## src/design/rrc_pkg.sv

```systemverilog
// Shared constants for the rounded rectangle pixel coverage block.
// No dependencies; imported by the result and config interfaces, the register file and the top level.
`timescale 1ns / 1ps
`default_nettype none

package rrc_pkg;

    localparam int CFG_IDX_BITS   = 3;
    localparam int COLOUR_BITS    = 8;
    localparam int ADDR_BITS      = 24;
    localparam int LINE_WIDTH_RST = 320;

    localparam logic [CFG_IDX_BITS-1:0] CFG_LEFT_X        = 3'd0;
    localparam logic [CFG_IDX_BITS-1:0] CFG_TOP_Y         = 3'd1;
    localparam logic [CFG_IDX_BITS-1:0] CFG_RIGHT_X       = 3'd2;
    localparam logic [CFG_IDX_BITS-1:0] CFG_BOTTOM_Y      = 3'd3;
    localparam logic [CFG_IDX_BITS-1:0] CFG_CORNER_RADIUS = 3'd4;
    localparam logic [CFG_IDX_BITS-1:0] CFG_FILL_COLOUR   = 3'd5;
    localparam logic [CFG_IDX_BITS-1:0] CFG_LINE_WIDTH    = 3'd6;

endpackage

`default_nettype wire

```

## src/design/rrc_cfg_if.sv

```systemverilog
// Configuration write channel: valid/ready handshake with register index and data.
// Depends on rrc_pkg for the index width.
`timescale 1ns / 1ps
`default_nettype none

interface rrc_cfg_if
    import rrc_pkg::*;
#(
    parameter int DATA_BITS = 13
) ();
    logic                    valid;
    logic                    ready;
    logic [CFG_IDX_BITS-1:0] index;
    logic [DATA_BITS-1:0]    data;

    modport source (output valid, output index, output data, input ready);
    modport sink   (input valid, input index, input data, output ready);
endinterface

`default_nettype wire

```

## src/design/rrc_cfg_regs.sv

```systemverilog
// Configuration register file: rectangle edges, radius, colour and line width.
// Depends on rrc_pkg and rrc_cfg_if.
`timescale 1ns / 1ps
`default_nettype none

module rrc_cfg_regs
    import rrc_pkg::*;
#(
    parameter int COORD_BITS = 12
) (
    input  wire logic                   i_clk,
    input  wire logic                   i_rst_n,
    rrc_cfg_if.sink                     i_cfg,
    output logic [COORD_BITS-1:0]       o_left_x,
    output logic [COORD_BITS-1:0]       o_top_y,
    output logic [COORD_BITS-1:0]       o_right_x,
    output logic [COORD_BITS-1:0]       o_bottom_y,
    output logic [COORD_BITS-2:0]       o_corner_radius,
    output logic [COLOUR_BITS-1:0]      o_fill_colour,
    output logic [COORD_BITS:0]         o_line_width
);

    logic [COORD_BITS-1:0]  r_left_x;
    logic [COORD_BITS-1:0]  r_top_y;
    logic [COORD_BITS-1:0]  r_right_x;
    logic [COORD_BITS-1:0]  r_bottom_y;
    logic [COORD_BITS-2:0]  r_corner_radius;
    logic [COLOUR_BITS-1:0] r_fill_colour;
    logic [COORD_BITS:0]    r_line_width;

    assign i_cfg.ready = 1'b1;

    always_ff @(posedge i_clk) begin
        if (!i_rst_n) begin
            r_left_x        <= '0;
            r_top_y         <= '0;
            r_right_x       <= '0;
            r_bottom_y      <= '0;
            r_corner_radius <= '0;
            r_fill_colour   <= '0;
            r_line_width    <= (COORD_BITS+1)'(LINE_WIDTH_RST);
        end else if (i_cfg.valid) begin
            case (i_cfg.index)
                CFG_LEFT_X:        r_left_x        <= i_cfg.data[COORD_BITS-1:0];
                CFG_TOP_Y:         r_top_y         <= i_cfg.data[COORD_BITS-1:0];
                CFG_RIGHT_X:       r_right_x       <= i_cfg.data[COORD_BITS-1:0];
                CFG_BOTTOM_Y:      r_bottom_y      <= i_cfg.data[COORD_BITS-1:0];
                CFG_CORNER_RADIUS: r_corner_radius <= i_cfg.data[COORD_BITS-2:0];
                CFG_FILL_COLOUR:   r_fill_colour   <= i_cfg.data[COLOUR_BITS-1:0];
                CFG_LINE_WIDTH:    r_line_width    <= i_cfg.data[COORD_BITS:0];
                default: begin
                end
            endcase
        end
    end

    assign o_left_x        = r_left_x;
    assign o_top_y         = r_top_y;
    assign o_right_x       = r_right_x;
    assign o_bottom_y      = r_bottom_y;
    assign o_corner_radius = r_corner_radius;
    assign o_fill_colour   = r_fill_colour;
    assign o_line_width    = r_line_width;

endmodule

`default_nettype wire

```

## src/flat_wrapper.sv

```systemverilog
// flat-port wrapper written by rule: the top's interface ports become plain ports
module rrc_cfg_regs_flat import rrc_pkg::*;
#(
    parameter int COORD_BITS = 12
)
  (i_clk, i_rst_n, o_left_x, o_top_y, o_right_x, o_bottom_y, o_corner_radius, o_fill_colour, o_line_width, i_cfg_valid, i_cfg_index, i_cfg_data, i_cfg_ready);
  rrc_cfg_if i_cfg_i ();
  input  wire logic i_clk;
  input  wire logic i_rst_n;
  output logic [COORD_BITS-1:0] o_left_x;
  output logic [COORD_BITS-1:0] o_top_y;
  output logic [COORD_BITS-1:0] o_right_x;
  output logic [COORD_BITS-1:0] o_bottom_y;
  output logic [COORD_BITS-2:0] o_corner_radius;
  output logic [COLOUR_BITS-1:0] o_fill_colour;
  output logic [COORD_BITS:0] o_line_width;
  input wire logic [$bits(i_cfg_i.valid)-1:0] i_cfg_valid;
  input wire logic [$bits(i_cfg_i.index)-1:0] i_cfg_index;
  input wire logic [$bits(i_cfg_i.data)-1:0] i_cfg_data;
  output wire logic [$bits(i_cfg_i.ready)-1:0] i_cfg_ready;
  assign i_cfg_i.valid = i_cfg_valid;
  assign i_cfg_i.index = i_cfg_index;
  assign i_cfg_i.data = i_cfg_data;
  assign i_cfg_ready = i_cfg_i.ready;
  rrc_cfg_regs #(.COORD_BITS(COORD_BITS)) u_core (.i_clk(i_clk), .i_rst_n(i_rst_n), .i_cfg(i_cfg_i), .o_left_x(o_left_x), .o_top_y(o_top_y), .o_right_x(o_right_x), .o_bottom_y(o_bottom_y), .o_corner_radius(o_corner_radius), .o_fill_colour(o_fill_colour), .o_line_width(o_line_width));
endmodule
```

## config.mk

```make
export PLATFORM = sky130hd
export DESIGN_NAME = rrc_cfg_regs_flat
export DESIGN_NICKNAME = d
export VERILOG_FILES = /design/src/design/rrc_pkg.sv /design/src/design/rrc_cfg_if.sv /design/src/design/rrc_cfg_regs.sv /design/src/flat_wrapper.sv
export SDC_FILE = /design/constraint.sdc
export NUM_CORES = 1
export LEC_CHECK = 0
export ABC_AREA = 1
export BUFFER_PORTS_ARGS = -buffer_cell sky130_fd_sc_hd__buf_2
export CAP_MARGIN = 20
export CORE_MARGIN = 2
export CORE_UTILIZATION = 30
export CTS_CLUSTER_SIZE = 30
export DETAILED_ROUTE_END_ITERATION = 8
export GPL_ROUTABILITY_DRIVEN = 0
export GPL_TIMING_DRIVEN = 0
export PLACE_DENSITY = 0.63
export SYNTH_ARGS = -nofsm -noshare
export SYNTH_HDL_FRONTEND = slang
export SYNTH_SLANG_ARGS = --single-unit
```

## constraint.sdc

```tcl
create_clock -name i_clk -period 1.75 [get_ports i_clk]
set_input_delay 0.0875 -clock i_clk [delete_from_list [all_inputs] [get_ports i_clk]]
set_output_delay 0.0875 -clock i_clk [all_outputs]
set_load 0.02 [all_outputs]
```

# Word-level counts from Yosys, hierarchy flattened
# Cells that the tools add are included.
[word_totals]
register_bits = 80
in_bits = 19
[classes]
eq_ne = 6
reduce_logical = 8
[op_table]
columns = ["operator", "n"]
rows = [
  ["$reduce_and 2->1", 7],
  ["$eq 3x3->1 const B", 3],
  ["$eq 3x2->1 const B", 2],
  ["$eq 3x1->1 const B", 1],
  ["$logic_not 3->1", 1],
]

# Logic depth before layout (Yosys ltp)
# Gate-level depths: netlist (run 1).
[depth]
ltp_word = 2
mapped_depth = 7
mapped_depth_nobuf = 5

# Worst setup path after synthesis (run 1)
# Ideal clock, no wire load.
[synth_path]
path_kind = "input-to-reg"
start = "input i_cfg_valid"
end = "register u_core.r_bottom_y[0], in the netlist u_core.o_bottom_y[0]"
t_arrival_ps = 696
path_slack_ps = 941
setup_time_ps = 113
cell_stages = 7
n_path_buf = 2
path_cell_list = "inv_1 -> nor2_2 -> buf_2 -> buf_4 -> nand3_1 -> nand2_1 -> nor2_1"
[synth_between]
elab_chain_cells = 1
[synth_lines]
columns = ["element", "line_no", "text"]
rows = [
  ["start: declaration", "flat_wrapper.sv:17", "input wire logic [$bits(i_cfg_i.valid)-1:0] i_cfg_valid;"],
  ["$reduce_and 2->1 (no line)", "--", ""],
  ["end signal: assignment", "rrc_cfg_regs.sv:47", "CFG_BOTTOM_Y: r_bottom_y <= i_cfg.data[COORD_BITS-1:0];"],
  ["end: declaration", "rrc_cfg_regs.sv:26", "logic [COORD_BITS-1:0] r_bottom_y;"],
]
# No other way between the ends.
# A chain may end at the register's enable or synchronous reset.

# Worst setup path in the final report (run 1)
[layout_path]
start = "register u_core.r_corner_radius[0], in the netlist u_core.o_corner_radius[0]"
end = "output o_corner_radius[0]"
[layout_rtl]
columns = ["element", "line_no", "text"]
rows = [
  ["start: declaration", "rrc_cfg_regs.sv:27", "logic [COORD_BITS-2:0] r_corner_radius;"],
  ["start signal: assignment", "rrc_cfg_regs.sv:48", "CFG_CORNER_RADIUS: r_corner_radius <= i_cfg.data[COORD_BITS-2:0];"],
  ["end: declaration", "flat_wrapper.sv:14", "output logic [COORD_BITS-2:0] o_corner_radius;"],
]
# No word-level cell between the ends.

==> results of run 1 <==
==> final cells by class <==
type / count / area share, %
multi-input cells: 337 / 33.7
clock inverters: 3 / 1.58
flip-flops and latches: 80 / 38.9
well taps: 136 / 4.14
diodes: 1 / 0.0608
clock buffers: 13 / 3.62
plain buffers: 31 / 3.98
inverters: 19 / 1.73
repair buffers: 99 / 12.3
==> state kept, by name, indices dropped and copies added (netlist names) <==
| name | count |
|---|---|
| u_core.o_bottom_y | 12 |
| u_core.o_left_x | 12 |
| u_core.o_right_x | 12 |
| u_core.o_fill_colour | 8 |
| u_core.o_top_y | 12 |
| u_core.o_corner_radius | 11 |
| u_core.o_line_width | 13 |
==> kinds of logic (layout without fill, tap and decap cells) <==
group	Yosys count	count (layout)	synth area share, %
buf+inv	50	165	7.30
flops	80	80	49.7
other cells	1	2	0.116
simple gates	336	336	42.9
==> worst paths after layout <==
path	slack [ps]	endpoint	from	cells after the start
setup / recovery	760	o_corner_radius[0]	u_core.o_corner_radius[0]$_SDFFE_PN0P_	1
hold / removal	90	u_core.o_line_width[12]$_SDFFE_PN0P_	i_cfg_data[12]	5
setup reg to reg	1150	u_core.o_corner_radius[0]$_SDFFE_PN0P_	u_core.o_corner_radius[0]$_SDFFE_PN0P_	2
hold reg to reg	470	u_core.o_line_width[6]$_SDFFE_PN1P_	u_core.o_line_width[6]$_SDFFE_PN1P_	2
==> cell usage in the layout, fill, tap and decap left out, drive strengths merged <==
| master | n |
|---|---|
| diode | 1 |
| dlygate4sd3 | 2 |
| inv | 19 |
| nand3 | 80 |
| buf | 124 |
| clkbuf | 17 |
| clkinv | 1 |
| nand2 | 89 |
| bufinv | 2 |
| dfxtp | 80 |
| conb | 1 |
| nor2 | 167 |
==> routing by layer <==
layer / share of wire (%) / wire [µm] / track usage (%)
met1: 44 / 4340 / 22.5
met2: 47 / 4660 / 28.8
met3: 7.7 / 764 / 4.12
met4: 1.0 / 102 / 7.14
met5: 0 / 0 / 0
==> power by group <==
group,switching (µW),leakage [µW],internal [µW],total (µW)
Combinational,347,0.00131,158,506
Sequential,31.3,0.000650,1880,1910
Clock,644,0.000108,843,1490
==> through the flow <==
step / hold slack, ps / util, %
final: 91.5 / 39.7
after global routing: 83.1 / 39.7
after CTS: 82.5 / 39.6
after detailed placement: 328 / 37.4
after global placement: 319 / 37.4
after floorplan: 214 / -
==> results.md, run 1 <==
* First-pass GRT wire length at 15500 µm
* Post-CTS Setup Bufs at 0
* Detailed placement HPWL at 7260 µm
* Leakage Power at 0.00206 µW
* Net count after synthesis at 486
* Clk Latency, worst-skew pair at 340 ps
* Core footprint at 10400 µm²
* Max Clock Freq at 1010 MHz
* Synth area leader: dfxtp_1
* Sequential share of the synthesized area at 49.7%
* Total Power at 3910 µW
* Placed Area at 3880 µm²
* CP Class: flip-flop to primary output
* # port buffers at 97
* # IOs at 100
* Routed Antenna Nets at 0
* Largest cells by area after synthesis: dfxtp_1, nor2_1, nand3_1
* Pre-CTS setup slack at 659 ps
* Sink Count at 80
* Dominant synthesized flop cell: dfxtp_1
* Root buf cell: clkbuf_8
* Register area at 1600 µm²
* Area delta synth->final at 27.7%
* Startpoint Class: flip-flop
* Synth Instances at 467
* Layout fillers at 1110
* Clock Path Buffers at 2
* Total GRT Usage at 17.7%
* # hold bufs at CTS at 2
* EDFF count, synth at 0
* Share of cells above drive strength 1 at 23.9%
* CTS tree: done
* H-tree levels at 3
* # DRC at 0
* Count of final hold-check violations at 0
* PD cells at 950 nW/µm²
* Max stage delay on crit path at 380 ps
* Max Slew Vio Count at 0
* Antenna violations before repair at 1
* Grt total ovfl at 0
* Worst EP required at 1660 ps
* Crit path cell chain: buf_2
* Final setup viols at 0
* Maximum VDD drop at 0.355 mV
* Chip Height at 108 µm
* CP Buf/Inv Count at 1
* Avg Inst Size Synth at 6.90 µm²
* Worst-Margin Slew at 527 ps
* Cell Area, Synth at 3220 µm²
* Final min period at 993 ps
* Register bit total from synthesis at 80
* Via-per-instance ratio at 4.49
* Design area at 4110 µm²
* Row count at 37
* Non-Filler Instances at 719
* Crit path DAT at 910 ps
* CP top delay family: flip-flops
* Num CTS Buffers at 9
* Critical path peak fanout at 2
* Post-synth ARST share at 0%
* Placed insts at 700
* Die X at 108 µm
* Post-synth top area share at 49.7%
* Slew Limit Headroom at 64.9%
* RSZ-0062 raised after global routing: no
* Clock transition at the registers of the reported paths at 80 ps
* Resized cells post-CTS at 0
* Pre-antenna DRT Iters at 4
* Most common cell in the netlist: nor2_1
* Critical path endpoint category: primary output
* Largest net degree at the start of global routing at 13
* Drt total wl at 9870 µm
* HP Class: primary input to flip-flop
* Die footprint at 11600 µm²
* Cell variety after synth at 14
* Layout Nets at 596
* Synth cell count leaders: nor2_1, nand2_1, dfxtp_1, nand3_1, inv_1
* Status: finished, final reports clean
* Number of DRC markers in iteration 0 at 134
* Synth warn at 0
* Drt wl/cell at 13.7 µm
* Number of global-route vias before repair at 3066
* Area occupied by multi-input gates at 1390 µm²
* Max-cap violations at 0
* Crit-path slowest cell: dfxtp_1
* Vias at 3230
* Period utilisation layout at 56.8%
* Worst Skew at 0 ps
* Final setup TNS at 0 ps
* Fin worst setup slack at 757 ps
* Starting density of the core at 31.1%
No activity file was read; power rests on OpenSTA's default activity.
==> run 2: changes to the inputs <==
Settings changed: PLACE_DENSITY 0.63 to 0.64.
Clock period 1.75 ns to 0.9 ns, I/O delays scaled along.
==> run 2 against run 1 <==
Against the previous run:
- wire length up 1.7%
- clock skew unchanged
- clock power up 97%
- utilization up 4.2 points
- first-iteration DRC count up 9.7%
- non-clock buffer count up 2
- cell count up 0.14%
- sequential share of layout area down 1.7 points
- die area unchanged
- cell area up 11%
- flip-flop and latch count unchanged
- combinational power up 120%
- critical path type unchanged
- largest cell class unchanged
- highest routed layer unchanged
==> results.md, run 2 (synthesis results as in run 1) <==
* Crit path DAT at 830 ps (-80 ps)
* CTS tree: done
* Max stage delay on crit path at 330 ps (-50 ps)
* Layout fillers at 1119 (+0.81%)
* Max Clock Freq at 1150 MHz
* Drt total wl at 10000 µm (+1.7%)
* Die footprint at 11600 µm² (unchanged)
* Total Power at 7790 µW (+99%)
* Area occupied by multi-input gates at 1390 µm² (unchanged)
* Max Slew Vio Count at 0 (unchanged)
* Die X at 108 µm (unchanged)
* Switching share of power at 25.7% (-0.45 points)
* Status: finished, final reports clean
* Leakage Power at 0.00214 µW (+3.7%)
* Clk Latency, worst-skew pair at 340 ps (about the same)
* Most common cell after layout, fill and taps aside: nor2_1
* Part of the power in registers at 48.3% (-0.7 points)
* Final min period at 871 ps
* Final setup viols at 0 (unchanged)
* H-tree levels at 3 (unchanged)
* Period utilisation layout at 96.8%
* Number of DRC markers in iteration 0 at 147 (+9.7%)
* Worst EP required at 850 ps (-810 ps)
* HP Class: primary input to flip-flop
* Grt total ovfl at 0 (unchanged)
* Design area at 4550 µm² (+11%)
* Pre-antenna DRT Iters at 4 (unchanged)
* Clock transition at the registers of the reported paths at 80 ps (about the same)
* Startpoint Class: flip-flop
* Antenna violations before repair at 1 (unchanged)
* Crit path cell chain: buf_4
* Max-cap violations at 0 (unchanged)
* CP Class: flip-flop to primary output
* PD cells at 1710 nW/µm² (+80%)
* Slew Limit Headroom at 65.4% (+0.54 points)
* Total GRT Usage at 17.5% (-0.21 points)
* Crit-path slowest cell: dfxtp_2
* Count of final hold-check violations at 0 (unchanged)
* Detailed placement HPWL at 7230 µm (-0.41%)
* # port buffers at 97 (unchanged)
* Largest net degree at the start of global routing at 13 (unchanged)
* Vias at 3287 (+1.8%)
* Critical path peak fanout at 2 (unchanged)
* Clock Path Buffers at 2 (unchanged)
* Register area at 1700 µm² (+5.9%)
* Maximum VDD drop at 0.892 mV (+150%)
* Routed Antenna Nets at 0 (unchanged)
* Chip Height at 108 µm (unchanged)
* Area delta synth->final at 41.3%
* CP top delay family: flip-flops
* Share of cells above drive strength 1 at 37.2% (+13 points)
* Sink Count at 80 (unchanged)
* Root buf cell: clkbuf_8
* Number of global-route vias before repair at 3086 (+0.65%)
* Sw Pwr at 2000 µW (+96%)
* Placed Area at 3880 µm² (unchanged)
* Most frequent cells in the layout: nor2_1, nand2_1, nand3_1
* Logic pwr share at 13.9% (+1.0 points)
* Row count at 37 (unchanged)
* Starting density of the core at 31.1% (unchanged)
* Num CTS Buffers at 9 (unchanged)
* Worst Skew at 0 ps (unchanged)
* Clock network power share at 37.8% (-0.3 points)
* Layout Nets at 598 (+0.34%)
* Core footprint at 10400 µm² (unchanged)
* Max reg flops at 13 (unchanged)
* # DRC at 0 (unchanged)
* Drt wl/cell at 13.9 µm (+1.6%)
* # IOs at 100 (unchanged)
* CP Buf/Inv Count at 1 (unchanged)
* Cell Int Power at 5790 µW (+100%)
* RSZ-0062 raised after global routing: yes
* Worst-Margin Slew at 519 ps (-8.06 ps)
* Via-per-instance ratio at 4.57 (+1.6%)
* Critical path endpoint category: primary output
* First-pass GRT wire length at 15600 µm (+0.26%)
==> run 2: worst paths after layout <==
kind,endpoint,slack [ps],startpoint,cells after the start
max,o_right_x[0],30,u_core.o_right_x[0]$_SDFFE_PN0P_,1
min reg2reg,u_core.o_line_width[6]$_SDFFE_PN1P_,470,u_core.o_line_width[6]$_SDFFE_PN1P_,2
max reg2reg,u_core.o_bottom_y[10]$_SDFFE_PN0P_,220,u_core.o_bottom_y[10]$_SDFFE_PN0P_,3
min,u_core.o_line_width[12]$_SDFFE_PN0P_,40,i_cfg_data[12],5
==> run 2: power groups by stage <==
stage	registers [µW]	clock network [µW]	logic (µW)
after floorplan	3960	0	486
after global placement	3800	0	966
after detailed placement	3810	0	980
after CTS	3740	3030	1050
after global routing	3780	3180	1190
final	3760	2940	1090
==> run 2: timing repair <==
action / CTS / global route
gates resized for setup: 97 / 91
setup buffers: 0 / 2
endpoints found under the setup margin: 69 / 71
hold buffers: 2 / 0
endpoints found under the hold margin: 2 / 0
==> run 2: layout make-up <==
cell class              instances  share of cell area (%)
flip-flops and latches         80                    37.2
multi-input cells             337                    30.4
repair buffers                101                    18.5
well taps                     136                    3.74
plain buffers                  31                    3.60
clock buffers                  12                    3.41
inverters                      19                    1.57
clock inverters                 3                    1.43
diodes                          1                  0.0550
==> run 2: per-stage QoR <==
stage | setup slack, ps | TNS, ps | hold WS [ps] | std cells | utilization [%]
3_5_place_dp | -161 | -8190 | 286 | 700 | 37.4
4_1_cts | 0.289 | 0 | 15.3 | 717 | 41.8
3_3_place_gp | -162 | -7530 | 276 | 700 | 37.4
6_report | 29.1 | 0 | 41.4 | 720 | 43.9
5_1_grt | -3.31 | -14.4 | 24.3 | 719 | 43.9
2_1_floorplan | 134 | 0 | 171 | 467 | -
==> run 2: worst register-to-register path: stages (launching register included) <==
cell,delay [ps]
dfxtp_2,320
buf_4,120
nor2_1,90
nor2_1,50
==> run 2: metal layers <==
layer	share of wire [%]	vias up	GRT usage (%)
met2	48	102	28.9
met5	0	-	0
met3	7.1	11	4.54
li1	-	1667	-
met1	44	1507	22.1
met4	1.2	0	5.68
==> run 3: changes to the inputs <==
Settings changed: CTS_BUF_LIST set to sky130_fd_sc_hd__clkbuf_4 sky130_fd_sc_hd__clkbuf_8.
==> run 3 against run 2 <==
Against the previous run:
- via count hardly changed
- flip-flop and latch count stayed put
- cell count stayed put
- power is 0.79% higher
- worst hold slack better by 1.9 ps
- clock skew stayed put
- fmax is 1.1% lower
- wire length is 1.1% higher
- clock power is 2% higher
- largest cell class unchanged
- highest routed layer unchanged
==> results.md, run 3 (synthesis results as in run 1) <==
* Chip Height at 108 µm (unchanged)
* Starting density of the core at 31.1% (unchanged)
* Sw Pwr at 2030 µW (+1.5%)
* Total GRT Usage at 17.5% (about the same)
* CP Class: flip-flop to primary output
* CP Buf/Inv Count at 1 (unchanged)
* Critical path endpoint category: primary output
* Clk Latency, worst-skew pair at 350 ps (about the same)
* Crit path depth at 1 (unchanged)
* Design area at 4560 µm² (+0.25%)
* Max reg flops at 13 (unchanged)
* Slew Limit Headroom at 65.4% (about the same)
* Worst EP required at 850 ps (about the same)
* Placed Area at 3880 µm² (unchanged)
* Count of final hold-check violations at 0 (unchanged)
* Layout Nets at 598 (unchanged)
* Share of cells above drive strength 1 at 37.4% (+0.17 points)
* Period utilisation layout at 97.8% (+1.0 points)
* Drt wl/cell at 14.1 µm (+1.1%)
* RSZ-0062 raised after global routing: yes
* # DRC at 0 (unchanged)
* Status: finished, final reports clean
* Most frequent cells in the layout: nor2_1, nand2_1, nand3_1
* GRT met2 Usage at 29.1% (+0.18 points)
* Worst Hold Launch: i_cfg_data[12]
* Detailed placement HPWL at 7230 µm (unchanged)
* First-pass GRT wire length at 15500 µm (-0.13%)
* Die X at 108 µm (unchanged)
* Logic pwr share at 13.9% (about the same)
* # port buffers at 97 (unchanged)
* Grt total ovfl at 0 (unchanged)
* Fin worst setup slack at 19.8 ps (-9.32 ps)
* PD cells at 1720 nW/µm² (+0.54%)
* R2R Setup Slk at 220 ps (about the same)
* Area delta synth->final at 41.7%
* Final setup viols at 0 (unchanged)
* CP top delay family: flip-flops
* Crit path DAT at 840 ps (about the same)
* # IOs at 100 (unchanged)
* Met3 Usage GRT at 4.54% (unchanged)
* Maximum VDD drop at 0.886 mV (-0.69%)
* Row count at 37 (unchanged)
* Leakage Power at 0.00214 µW (+0.23%)
* Clock Path Buffers at 2 (unchanged)
* CTS tree: done
* Max-cap violations at 0 (unchanged)
* Worst-Margin Slew at 519 ps (+0.232 ps)
* Core footprint at 10400 µm² (unchanged)
* Max stage delay on crit path at 360 ps (+30 ps)
* Clock transition at the registers of the reported paths at 80 ps (about the same)
* Crit-path slowest cell: dfxtp_2
* Worst Skew at 0 ps (unchanged)
* Most common cell after layout, fill and taps aside: nor2_1
* R2R Path Start: u_core.o_bottom_y[10]$_SDFFE_PN0P_
* Pre-CTS setup slack at -161 ps (unchanged)
* Via-per-instance ratio at 4.57 (about the same)
* Gr busiest metal: met2
* Met1 usage at 22.1% (+0.037 points)
* Final min period at 880 ps (+9.32 ps)
* Vias at 3290 (+0.091%)
* Startpoint Class: flip-flop
* Sink Count at 80 (unchanged)
* Number of global-route vias before repair at 3069 (-0.55%)
* Antenna violations before repair at 1 (unchanged)
* Number of DRC markers in iteration 0 at 148 (+0.68%)
* Pre-antenna DRT Iters at 6 (+2)
* Critical path peak fanout at 2 (unchanged)
* Die footprint at 11600 µm² (unchanged)
* Drt total wl at 10200 µm (+1.1%)
* Root buf cell: clkbuf_8
* Max Slew Vio Count at 0 (unchanged)
* Worst reg2reg path depth at 3 (unchanged)
* Num CTS Buffers at 9 (unchanged)
* Routed Antenna Nets at 0 (unchanged)
* Largest net degree at the start of global routing at 13 (unchanged)
* Total Power at 7850 µW (+0.79%)
* Hold path depth at 5 (unchanged)
* Cell Int Power at 5820 µW (+0.54%)
* Part of the power in registers at 47.9% (-0.4 points)
* HP Class: primary input to flip-flop
* Util after Layout at 44.0% (+0.11 points)
* Worst R2R End: u_core.o_bottom_y[10]$_SDFFE_PN0P_
* Hold endpoint: u_core.o_line_width[12]$_SDFFE_PN0P_
* Max Clock Freq at 1140 MHz (-1.1%)
* Clock network power share at 38.2% (+0.4 points)
* Switching share of power at 25.9% (+0.18 points)
* Crit path cell chain: buf_6
* H-tree levels at 3 (unchanged)
run 3: power by group through the flow:
stage / combinational [µW] / sequential [µW] / clock (µW)
6_report: 1090 / 3760 / 3000
5_1_grt: 1190 / 3780 / 3220
4_1_cts: 1050 / 3740 / 3060
3_5_place_dp: 980 / 3810 / 0
3_3_place_gp: 966 / 3800 / 0
2_1_floorplan: 486 / 3960 / 0
run 3: layout make-up:
cell class                      count  area, µm²
Fill cell                        1118       5810
Sequential cell                    80       1700
Multi-Input combinational cell    337       1390
Timing Repair Buffer              101        852
Tap cell                          136        170
Buffer                             31        164
Clock buffer                       12        159
Inverter                           19       71.3
Clock inverter                      3       65.1
Antenna cell                        1       2.50
run 3: how the worst max path moves through the flow:
stage,startpoint,end,slack [ps]
after detailed placement,i_cfg_index[1],u_core.o_left_x[4]$_SDFFE_PN0P_,-160
after CTS,u_core.o_corner_radius[2]$_SDFFE_PN0P_,o_corner_radius[2],0.3
after global placement,i_cfg_index[1],u_core.o_left_x[4]$_SDFFE_PN0P_,-160
after floorplan,i_cfg_valid,u_core.o_bottom_y[0]$_SDFFE_PN0P_,130
after global routing,u_core.o_line_width[10]$_SDFFE_PN0P_,o_line_width[10],-3
final,u_core.o_corner_radius[0]$_SDFFE_PN0P_,o_corner_radius[0],20
run 3: per-layer routing:
metal,wire length [µm],vias up
met5,0,-
li1,-,1669
met2,4860,104
met3,721,10
met1,4460,1507
met4,113,0
run 3: worst register-to-register path, stage by stage (launching register included):
cell     delay (ps)
dfxtp_2         320
buf_4           120
nor2_1           90
nor2_1           50
run 3: stage by stage:
step           std cells  hold slack, ps  setup TNS [ps]
2_1_floorplan        467             171               0
3_3_place_gp         700             276           -7530
3_5_place_dp         700             286           -8190
4_1_cts              717            15.3               0
5_1_grt              719            24.3           -19.3
6_report             720            43.3               0
run 3: repair_timing:
| action | CTS | global route |
|---|---|---|
| gates resized for setup | 97 | 93 |
| hold buffers | 2 | 0 |
| setup buffers | 0 | 2 |
| endpoints found under the setup margin | 69 | 72 |
| endpoints found under the hold margin | 2 | 0 |
